==> config.mk <==
export PLATFORM = sky130hd
export DESIGN_NAME = joystick_key_event_qualifier
export DESIGN_NICKNAME = d
export VERILOG_FILES = /design/src/rtl/jkeq_pkg.sv /design/src/rtl/jkeq_front.sv /design/src/rtl/jkeq_queue.sv /design/src/rtl/jkeq_back.sv /design/src/rtl/joystick_key_event_qualifier.sv
export SDC_FILE = /design/constraint.sdc
export NUM_CORES = 1
export LEC_CHECK = 0
export BUFFER_PORTS_ARGS = -buffer_cell sky130_fd_sc_hd__buf_2
export CORE_UTILIZATION = 55
export DETAILED_ROUTE_END_ITERATION = 16
export GPL_TIMING_DRIVEN = 0
export PLACE_DENSITY = 0.79
export RECOVER_POWER = 100
export SLEW_MARGIN = 40
export SYNTH_ARGS = -nofsm -noshare
export SYNTH_HDL_FRONTEND = slang
export SYNTH_SLANG_ARGS = --single-unit
==> constraint.sdc <==
create_clock -name clk -period 10.1 [get_ports clk]
set_clock_uncertainty 0.2 [all_clocks]
set_input_delay 0 -clock clk [delete_from_list [all_inputs] [get_ports clk]]
set_output_delay 0 -clock clk [all_outputs]
set_load 0.01 [all_outputs]
==> src/rtl/jkeq_pkg.sv <==
`timescale 1ns / 1ps
// ----------------------------------------------------------------------------
// jkeq_pkg
// Shared types, codes and reset values for the joystick key event qualifier.
// ----------------------------------------------------------------------------
package jkeq_pkg;

    localparam int TIME_BITS_DEF = 32;

    // Event list of one sample
    localparam int MAX_EVENTS = 6;
    localparam int CNT_W      = $clog2(MAX_EVENTS + 1);
    localparam int IDX_W      = $clog2(MAX_EVENTS);

    // Bundle queue between classifier and serializer (power of two)
    localparam int QUEUE_DEPTH = 2;
    localparam int QPTR_W      = (QUEUE_DEPTH > 1) ? $clog2(QUEUE_DEPTH) : 1;
    localparam int QCNT_W      = $clog2(QUEUE_DEPTH + 1);

    // Configuration port
    localparam int CFG_IDX_W  = 2;
    localparam int CFG_DATA_W = 16;

    localparam logic [CFG_IDX_W-1:0] REG_MODE    = 2'd0;
    localparam logic [CFG_IDX_W-1:0] REG_ON_TH   = 2'd1;
    localparam logic [CFG_IDX_W-1:0] REG_OFF_TH  = 2'd2;
    localparam logic [CFG_IDX_W-1:0] REG_TIMEOUT = 2'd3;

    localparam logic [1:0] MODE_DIGITAL = 2'd0;
    localparam logic [1:0] MODE_ANALOG  = 2'd1;
    localparam logic [1:0] MODE_MOUSE   = 2'd2;

    localparam logic [6:0]  ON_TH_RST   = 7'd50;
    localparam logic [6:0]  OFF_TH_RST  = 7'd40;
    localparam logic [15:0] TIMEOUT_RST = 16'd500;

    // Held flag bits
    localparam int FLAG_UP    = 0;
    localparam int FLAG_DOWN  = 1;
    localparam int FLAG_LEFT  = 2;
    localparam int FLAG_RIGHT = 3;
    localparam int FLAG_BTN   = 4;

    // Event codes; key up..right follow the flag order, as do mouse up..right
    localparam logic [3:0] EV_KEY_UP      = 4'd0;
    localparam logic [3:0] EV_KEY_BUTTON  = 4'd4;
    localparam logic [3:0] EV_PAD_BUTTON  = 4'd5;
    localparam logic [3:0] EV_MOUSE_UP    = 4'd6;
    localparam logic [3:0] EV_MOUSE_LEFT  = 4'd10;
    localparam logic [3:0] EV_MOUSE_RIGHT = 4'd11;

    typedef struct packed {
        logic [3:0] code;
        logic       pressed;
    } event_t;

    typedef struct packed {
        logic [CNT_W-1:0]            count;
        event_t [MAX_EVENTS-1:0]     ev;
    } bundle_t;

endpackage

==> src/rtl/jkeq_front.sv <==
`timescale 1ns / 1ps
// ----------------------------------------------------------------------------
// jkeq_front
// Holds configuration and key state, classifies each sample into an ordered
// list of press/release events and pushes non-empty lists to the queue.
// ----------------------------------------------------------------------------
module jkeq_front #(
    parameter int TIME_BITS = jkeq_pkg::TIME_BITS_DEF
) (
    input  logic                                 clk,
    input  logic                                 rst_n,
    input  logic                                 cfg_write,
    input  logic [jkeq_pkg::CFG_IDX_W-1:0]       cfg_index,
    input  logic [jkeq_pkg::CFG_DATA_W-1:0]      cfg_data,
    input  logic                                 in_valid,
    output logic                                 in_stall,
    input  logic signed [7:0]                    sample_x,
    input  logic signed [7:0]                    sample_y,
    input  logic                                 button_down,
    input  logic [31:0]                          time_ms,
    input  logic                                 queue_full,
    output logic                                 push,
    output jkeq_pkg::bundle_t                    push_bundle
);
    import jkeq_pkg::*;

    logic [1:0]           mode_reg;
    logic [6:0]           on_reg;
    logic [6:0]           off_reg;
    logic [15:0]          timeout_reg;

    logic [4:0]           held_reg, held_next;
    logic [TIME_BITS-1:0] start_reg, start_next;
    logic                 click_reg, click_next;
    logic                 motion_reg, motion_next;

    logic signed [8:0]    sx, sy, on_p, on_n, off_p, off_n;
    logic [3:0]           beyond, inner, dir_press, dir_rel;
    logic                 moved, btn_held, btn_press, btn_rel, timed_out, accept;
    logic [TIME_BITS-1:0] now, elapsed;

    event_t [MAX_EVENTS-1:0] cand;
    logic   [MAX_EVENTS-1:0] cand_v;
    bundle_t                 bundle;

    assign sx    = {sample_x[7], sample_x};
    assign sy    = {sample_y[7], sample_y};
    assign on_p  = {2'b00, on_reg};
    assign off_p = {2'b00, off_reg};
    assign on_n  = -on_p;
    assign off_n = -off_p;

    assign beyond[FLAG_UP]    = sy < on_n;
    assign beyond[FLAG_DOWN]  = sy > on_p;
    assign beyond[FLAG_LEFT]  = sx < on_n;
    assign beyond[FLAG_RIGHT] = sx > on_p;
    assign inner[FLAG_UP]     = sy > off_n;
    assign inner[FLAG_DOWN]   = sy < off_p;
    assign inner[FLAG_LEFT]   = sx > off_n;
    assign inner[FLAG_RIGHT]  = sx < off_p;

    // a held direction releases whenever it is back inside off, even if
    // off lies above on
    assign dir_press = beyond & ~held_reg[3:0];
    assign dir_rel   = inner & held_reg[3:0];
    assign moved     = |beyond;

    assign btn_held  = held_reg[FLAG_BTN];
    assign btn_press = button_down & ~btn_held;
    assign btn_rel   = ~button_down & btn_held;

    assign now       = time_ms[TIME_BITS-1:0];
    assign elapsed   = now - start_reg;
    assign timed_out = elapsed >= TIME_BITS'(timeout_reg);

    always_comb
    begin
        logic [1:0] fl;
        fl          = '0;
        cand        = '0;
        cand_v      = '0;
        held_next   = held_reg;
        start_next  = start_reg;
        click_next  = click_reg;
        motion_next = motion_reg;
        case (mode_reg)
            MODE_DIGITAL:
            begin
                for (int f = 0; f < 4; f++)
                begin
                    cand_v[f]       = dir_press[f] | dir_rel[f];
                    cand[f].code    = EV_KEY_UP + 4'(f);
                    cand[f].pressed = dir_press[f];
                end
                held_next[3:0]     = dir_press | (held_reg[3:0] & ~dir_rel);
                cand_v[4]          = btn_press | btn_rel;
                cand[4].code       = EV_KEY_BUTTON;
                cand[4].pressed    = btn_press;
                held_next[FLAG_BTN] = button_down;
            end
            MODE_ANALOG:
            begin
                cand_v[4]           = btn_press | btn_rel;
                cand[4].code        = EV_PAD_BUTTON;
                cand[4].pressed     = btn_press;
                held_next[FLAG_BTN] = button_down;
            end
            MODE_MOUSE:
            begin
                // mouse order is left, right, up, down
                for (int s = 0; s < 4; s++)
                begin
                    fl              = 2'(s + 2);
                    cand_v[s]       = dir_press[fl] | dir_rel[fl];
                    cand[s].code    = EV_MOUSE_UP + 4'(fl);
                    cand[s].pressed = dir_press[fl];
                end
                held_next[3:0] = dir_press | (held_reg[3:0] & ~dir_rel);
                if (btn_press)
                begin
                    start_next          = now;
                    click_next          = 1'b0;
                    motion_next         = 1'b0;
                    held_next[FLAG_BTN] = 1'b1;
                end
                else if (btn_rel)
                begin
                    cand_v[4] = 1'b1;
                    if (click_reg)
                    begin
                        // free the click that was actually issued
                        cand[4].code    = motion_reg ? EV_MOUSE_LEFT : EV_MOUSE_RIGHT;
                        cand[4].pressed = 1'b0;
                    end
                    else
                    begin
                        // quick tap: left press then release
                        cand[4].code    = EV_MOUSE_LEFT;
                        cand[4].pressed = 1'b1;
                        cand_v[5]       = 1'b1;
                        cand[5].code    = EV_MOUSE_LEFT;
                        cand[5].pressed = 1'b0;
                    end
                    held_next[FLAG_BTN] = 1'b0;
                    click_next          = 1'b0;
                    motion_next         = 1'b0;
                end
                else if (button_down && !click_reg)
                begin
                    if (moved)
                    begin
                        motion_next     = 1'b1;
                        cand_v[4]       = 1'b1;
                        cand[4].code    = EV_MOUSE_LEFT;
                        cand[4].pressed = 1'b1;
                        click_next      = 1'b1;
                    end
                    else if (timed_out)
                    begin
                        cand_v[4]       = 1'b1;
                        cand[4].code    = EV_MOUSE_RIGHT;
                        cand[4].pressed = 1'b1;
                        click_next      = 1'b1;
                    end
                end
            end
            default:
            begin
                cand_v = '0;
            end
        endcase
    end

    // pack valid candidates to the front of the list, keeping order
    always_comb
    begin
        logic [CNT_W-1:0] cnt;
        cnt    = '0;
        bundle = '0;
        for (int i = 0; i < MAX_EVENTS; i++)
        begin
            if (cand_v[i])
            begin
                bundle.ev[cnt[IDX_W-1:0]] = cand[i];
                cnt = cnt + 1'b1;
            end
        end
        bundle.count = cnt;
    end

    assign in_stall    = queue_full;
    assign accept      = in_valid & ~queue_full;
    assign push        = accept & (bundle.count != '0);
    assign push_bundle = bundle;

    always_ff @(posedge clk or negedge rst_n)
    begin
        if (!rst_n)
        begin
            mode_reg    <= MODE_DIGITAL;
            on_reg      <= ON_TH_RST;
            off_reg     <= OFF_TH_RST;
            timeout_reg <= TIMEOUT_RST;
        end
        else if (cfg_write)
        begin
            case (cfg_index)
                REG_MODE:    mode_reg    <= cfg_data[1:0];
                REG_ON_TH:   on_reg      <= cfg_data[6:0];
                REG_OFF_TH:  off_reg     <= cfg_data[6:0];
                REG_TIMEOUT: timeout_reg <= cfg_data;
                default:     mode_reg    <= mode_reg;
            endcase
        end
    end

    always_ff @(posedge clk or negedge rst_n)
    begin
        if (!rst_n)
        begin
            held_reg   <= '0;
            start_reg  <= '0;
            click_reg  <= 1'b0;
            motion_reg <= 1'b0;
        end
        else if (accept)
        begin
            held_reg   <= held_next;
            start_reg  <= start_next;
            click_reg  <= click_next;
            motion_reg <= motion_next;
        end
    end

endmodule

==> src/rtl/jkeq_queue.sv <==
`timescale 1ns / 1ps
// ----------------------------------------------------------------------------
// jkeq_queue
// Short FIFO of event lists between the classifier and the serializer.
// ----------------------------------------------------------------------------
module jkeq_queue (
    input  logic              clk,
    input  logic              rst_n,
    input  logic              push,
    input  jkeq_pkg::bundle_t push_bundle,
    input  logic              pop,
    output logic              full,
    output logic              head_valid,
    output jkeq_pkg::bundle_t head
);
    import jkeq_pkg::*;

    bundle_t             slot_reg [QUEUE_DEPTH];
    logic [QPTR_W-1:0]   wr_ptr_reg, rd_ptr_reg;
    logic [QCNT_W-1:0]   count_reg, count_next;

    assign full       = count_reg == QCNT_W'(QUEUE_DEPTH);
    assign head_valid = count_reg != '0;
    assign head       = slot_reg[rd_ptr_reg];

    always_comb
    begin
        case ({push, pop})
            2'b10:   count_next = count_reg + 1'b1;
            2'b01:   count_next = count_reg - 1'b1;
            default: count_next = count_reg;
        endcase
    end

    always_ff @(posedge clk)
    begin
        if (push)
        begin
            slot_reg[wr_ptr_reg] <= push_bundle;
        end
    end

    always_ff @(posedge clk or negedge rst_n)
    begin
        if (!rst_n)
        begin
            wr_ptr_reg <= '0;
            rd_ptr_reg <= '0;
            count_reg  <= '0;
        end
        else
        begin
            if (push)
            begin
                wr_ptr_reg <= wr_ptr_reg + 1'b1;
            end
            if (pop)
            begin
                rd_ptr_reg <= rd_ptr_reg + 1'b1;
            end
            count_reg <= count_next;
        end
    end

endmodule

==> src/rtl/jkeq_back.sv <==
`timescale 1ns / 1ps
// ----------------------------------------------------------------------------
// jkeq_back
// Walks the head event list into the output register, one word per cycle unless stalled.
// ----------------------------------------------------------------------------
module jkeq_back (
    input  logic              clk,
    input  logic              rst_n,
    input  logic              head_valid,
    input  jkeq_pkg::bundle_t head,
    output logic              pop,
    output logic              out_valid,
    input  logic              out_stall,
    output logic [3:0]        event_code,
    output logic              pressed,
    output logic              last
);
    import jkeq_pkg::*;

    logic [IDX_W-1:0] idx_reg;
    logic             out_valid_reg;
    logic [3:0]       code_reg;
    logic             pressed_reg;
    logic             last_reg;
    logic             load, is_last;
    event_t           cur;

    assign load    = head_valid & (~out_valid_reg | ~out_stall);
    assign cur     = head.ev[idx_reg];
    assign is_last = CNT_W'(idx_reg) == head.count - 1'b1;
    assign pop     = load & is_last;

    always_ff @(posedge clk or negedge rst_n)
    begin
        if (!rst_n)
        begin
            out_valid_reg <= 1'b0;
            idx_reg       <= '0;
        end
        else
        begin
            if (load)
            begin
                out_valid_reg <= 1'b1;
                idx_reg       <= is_last ? '0 : idx_reg + 1'b1;
            end
            else if (!out_stall)
            begin
                out_valid_reg <= 1'b0;
            end
        end
    end

    always_ff @(posedge clk)
    begin
        if (load)
        begin
            code_reg    <= cur.code;
            pressed_reg <= cur.pressed;
            last_reg    <= is_last;
        end
    end

    assign out_valid  = out_valid_reg;
    assign event_code = code_reg;
    assign pressed    = pressed_reg;
    assign last       = last_reg;

endmodule

==> src/rtl/joystick_key_event_qualifier.sv <==
`timescale 1ns / 1ps
// ----------------------------------------------------------------------------
// joystick_key_event_qualifier
// Turns joystick samples into ordered key, gamepad and mouse press/release
// events with direction hysteresis and mouse click qualification.
// ----------------------------------------------------------------------------
// Usage:
//   Input channel (in_valid/in_stall) carries one sample word: x, y, button
//   and millisecond time. The classifier can take a new sample every cycle
//   while the event queue has room.
//   Output channel (out_valid/out_stall) carries one event word per cycle
//   while the receiver does not stall; last marks the final event of a
//   sample. A sample yields 0 to 6 events; samples with no events produce
//   no output words.
//   The first event word of a sample passes through the list queue and then
//   the output register. The output register takes a new word while the
//   previous one is being taken, so the events of a sample leave back to back
//   unless the receiver stalls.
//   A two-entry list queue sits between classifier and serializer; when the
//   receiver stalls, the output word holds and the queue fills, and only then
//   is in_stall raised.
//   Reset clears key state and loads the register defaults (digital mode,
//   thresholds 50/40, hold timeout 500 ms). The user must write registers via
//   cfg_write/cfg_index/cfg_data while the block is idle; it is not enforced.
// ----------------------------------------------------------------------------
module joystick_key_event_qualifier #(
    parameter int TIME_BITS = jkeq_pkg::TIME_BITS_DEF
) (
    input  logic                            clk,
    input  logic                            rst_n,
    input  logic                            cfg_write,
    input  logic [jkeq_pkg::CFG_IDX_W-1:0]  cfg_index,
    input  logic [jkeq_pkg::CFG_DATA_W-1:0] cfg_data,
    input  logic                            in_valid,
    output logic                            in_stall,
    input  logic signed [7:0]               sample_x,
    input  logic signed [7:0]               sample_y,
    input  logic                            button_down,
    input  logic [31:0]                     time_ms,
    output logic                            out_valid,
    input  logic                            out_stall,
    output logic [3:0]                      event_code,
    output logic                            pressed,
    output logic                            last
);
    import jkeq_pkg::*;

    logic    push, pop, queue_full, head_valid;
    bundle_t push_bundle, head;

    jkeq_front #(
        .TIME_BITS (TIME_BITS)
    ) u_front (
        .clk         (clk),
        .rst_n       (rst_n),
        .cfg_write   (cfg_write),
        .cfg_index   (cfg_index),
        .cfg_data    (cfg_data),
        .in_valid    (in_valid),
        .in_stall    (in_stall),
        .sample_x    (sample_x),
        .sample_y    (sample_y),
        .button_down (button_down),
        .time_ms     (time_ms),
        .queue_full  (queue_full),
        .push        (push),
        .push_bundle (push_bundle)
    );

    jkeq_queue u_queue (
        .clk         (clk),
        .rst_n       (rst_n),
        .push        (push),
        .push_bundle (push_bundle),
        .pop         (pop),
        .full        (queue_full),
        .head_valid  (head_valid),
        .head        (head)
    );

    jkeq_back u_back (
        .clk        (clk),
        .rst_n      (rst_n),
        .head_valid (head_valid),
        .head       (head),
        .pop        (pop),
        .out_valid  (out_valid),
        .out_stall  (out_stall),
        .event_code (event_code),
        .pressed    (pressed),
        .last       (last)
    );

endmodule

==> flow_summary_export.csv <==
group,metric,value,unit
sta,clock.fmax,0.127,GHz
power,pwr-share-clk,16.5,%
critical_path,cp_data_required_time,10.04,ns
detailed_routing,final_antenna_net_count,0,
yosys,post_synth_inst_count,1107,
critical_path,regToRegSetupSlack,2.22,ns
yosys,synth_area,0.0113,mm2
clock_network,cts.path.max_buffers,2,
critical_path,criticalPathCategory,"flop to flop",
yosys,syn-num-nets,1300,
clock_network,cts-htree-levels,4,
placement,preCtsSetupSlack,3.24,ns
floorplanning,die_area,0.0211,mm2
cells_and_area,final_layout_size_suffix_gt1_share,17.3,%
sta,post-route-min-period,7.88,ns
sta,fin_crit_sh,78.0,%
critical_path,cp.buffers_inverters,3,
yosys,synth_area_per_cell,10.2,um2
clock_network,cts.root.buffer_cell,"clkbuf_16",
clock_network,cts-buffers-inserted,17,
sta,fin_tns_setup,0,ns
run_status,status,"complete, but fails checks",
detailed_routing,first_iter_violations,742,
floorplanning,placementRows,52,
yosys,synthDominantAreaCellType,"edfxtp_1",
clock_network,cts_tree,"yes",
placement,io_buffers,79,
clock_network,tritoncts_num_sinks,151,
yosys,yosys_warnings,0,
cells_and_area,layout.area.seq,0.00415,mm2
floorplanning,io-pin-count,80,
floorplanning,chipWidth,145,um
sta,final_hold_viol_count,0,
sta,slew_violations,81,
global_routing,grt_first_pass_wirelength,46500,um
critical_path,critical_path_endpoint_category,"flop",
detailed_routing,tritonroute_pass_1_iters,6,
clock_network,clkSlewWorstSetupHoldPaths,0.07,ns
global_routing,grt_antenna_before_repair,0,
run,drv_cap,3,
critical_path,crit_path_start_kind,"flop",
power,p_leak,5.67,nW
yosys,synth-main-ff-cell,"edfxtp_1",
sta,tightest_slew,2.81,ns
floorplanning,die_h,145,um
sta,fin_hold_ws,0.0122,ns
global_routing,first_global_vias,9458,
min_path,holdCritPathClass,"input port to flop",
clock_network,cts_setup_buffers,0,
critical_path,critical_path.top_delay_family,"simple AND/OR/NAND/NOR gates",
yosys,synthDistinctLibCells,94,
sta,max-slew-margin-rel,-87.4,%
sta,grt_setup_unrepaired,"false",
power,internal,0.00227,W
run_status,violations_in_the_final_reports,"max-capacitance violations, max-slew violations",
cells_and_area,layout-area-overhead-vs-synth,17.1,%
global_routing,overflow,0,
yosys,synth.ff_latch_count,151,
yosys,proportion_of_netlist_area_held_by_the_largest_area_contributor,19.2,%
power,switch_share,43.1,%
placement,gp_congestion,0.923,
critical_path,crit_slowest_cell,"nor2_1",
yosys,synth-edff-count,72,
detailed_routing,drc_errors,0,
clock_network,clk_latency,0.43,ns
placement,detailedPlacementHpwl,20400,um
cells_and_area,fill_cell_count,1570,
detailed_routing,via_count,9278,
critical_path,crit_top_cell,"ha_1",
critical_path,path_cells,"nor4_1, nand2_1, xnor2_1, ha_1, o21ai_0, nand2b_1, a211oi_1, o32ai_2, mux2i_2, nand2_1, and3_1, inv_1, fa_1, inv_1, ha_1, mux2_1, ha_1, nand3_1, xor2_1, a211oi_1, xnor2_1, a22oi_1, nor2_1, buf_16",
critical_path,cp_max_fo,19,
power,power_frac_seq,27.6,%
yosys,synth_commonest_cells,"ha_1 (119), inv_1 (99), nand2_1 (81)",
yosys,synth.yosys.seq_area_share,36.8,%
cells_and_area,final_nets,1461,
sta,timing.final.ws_setup,2.22,ns
sta,finalSetupViolations,0,
cells_and_area,area_taken_by_multi_input_logic_gates,0.00655,mm2
power,power_switching,0.00172,W
yosys,ys_async_rst_share,52.3,%
yosys,yosys.cell_count.top_type,"ha_1",
global_routing,grt_max_degree,52,
power,power_per_cell_area,302,mW/mm2
cells_and_area,antenna-diode-count,0,
detailed_routing,avgRoutedWirePerCell,17.9,um
critical_path,worst_ep_arrival_time,7.82,ns
power,peakVddDrop,0.190,mV
cells_and_area,flip_flop_count_of_the_largest_register_all_copies_and_words_added,66,
global_routing,global_route.usage.total,27.5,%
detailed_routing,route.detailed.vias_per_inst,5.98,
critical_path,slowest_delay,1.14,ns
detailed_routing,drt_wl_total,27800,um
floorplanning,placeableCoreArea,0.0202,mm2
power,power.share.combinational,55.9,%
floorplanning,floorplan.initialDensity,55.9,%
yosys,top_post_synthesis_cells_by_area,"edfxtp_1 (19%), dfrtp_1 (15%), ha_1 (13%)",
## final timing paths
path / startpoint / to / cells past startpoint
setup / recovery: u_front.off_reg[4]$_DFFE_PN0P_ / u_queue.slot_reg[0][15]$_DFFE_PP_ / 24
hold / removal: in_valid / u_queue.wr_ptr_reg$_DFFE_PN0P_ / 4
setup reg to reg: u_front.off_reg[4]$_DFFE_PN0P_ / u_queue.slot_reg[0][15]$_DFFE_PP_ / 24
hold reg to reg: u_front.motion_reg$_DFFE_PN0P_ / u_front.motion_reg$_DFFE_PN0P_ / 1
max in group asynchronous: rst_n / u_front.timeout_reg[10]$_DFFE_PN0P_ / 4
min in group asynchronous: rst_n / u_back.idx_reg[2]$_DFFE_PN0P_ / 4
## placed cells by master, fill, tap and decap left out, types with 23 or more instances in the layout
master	count
nand2_1	81
o21ai_0	43
ha_1	119
inv_1	100
mux2_2	63
a21oi_1	57
edfxtp_1	72
dlygate4sd3_1	59
clkbuf_1	30
dfrtp_1	68
nand3_1	23
buf_2	74
nor2_1	74
xnor2_1	31
## repair_timing
action / CTS / global route
hold endpoints to repair: 152 / 0
resized for setup: 0 / 0
hold buffers: 60 / 0
## cells by family (layout without fill, tap and decap cells)
| kind of cell | after synthesis | after routing | share of synthesized area, % |
|---|---|---|---|
| buffers and inverters | 127 | 301 | 4.38 |
| AO/OA/AOI/OAI | 248 | 248 | 15.6 |
| adder cells (fa/ha/maj) | 121 | 121 | 13.6 |
| multiplexers | 102 | 102 | 11.5 |
| AND/OR/NAND/NOR | 308 | 308 | 13.8 |
| XOR/XNOR | 50 | 50 | 4.35 |
| flip-flops | 151 | 151 | 36.8 |
## power by group through the flow
stage	combinational, W	sequential [W]	clock [W]
finish	0.00223	0.00110	0.000659
global route	0.00247	0.00113	0.000693
global placement	0.00210	0.00110	0
CTS	0.00225	0.00110	0.000668
detailed placement	0.00220	0.00111	0
floorplan	0.00168	0.00108	0
## routing by layer
metal | track usage [%] | wire (um) | up-vias
li1 | - | - | 4452
met1 | 33.8 | 11700 | 4445
met2 | 49.0 | 14000 | 312
met3 | 3.93 | 1400 | 69
met4 | 9.89 | 703 | 0
met5 | 0 | 0 | -
## through the flow
| step | power (W) | std cells | cell area, um2 | utilization (%) |
|---|---|---|---|---|
| 2_1_floorplan | 0.00276 | 1107 | 11300 | - |
| 3_3_place_gp | 0.00320 | 1456 | 12000 | 59.5 |
| 3_5_place_dp | 0.00331 | 1459 | 12100 | 60.0 |
| 4_1_cts | 0.00402 | 1551 | 13400 | 66.2 |
| 5_1_grt | 0.00430 | 1551 | 13200 | 65.4 |
| 6_report | 0.00399 | 1551 | 13200 | 65.4 |
## layout make-up
class | count | share of cell area [%]
plain buffers | 25 | 0.787
multi-input cells | 829 | 49.7
repair buffers | 142 | 7.85
flip-flops and latches | 151 | 31.5
clock buffers | 17 | 3.22
inverters | 102 | 2.90
well taps | 270 | 2.56
clock inverters | 15 | 1.55
## worst min-delay path, cell delays in order
cell     delay, ns
buf_2         0.08
nor2b_1       0.17
a22oi_1       0.18
xnor2_1       0.17
(Power assumes the default switching activity.)
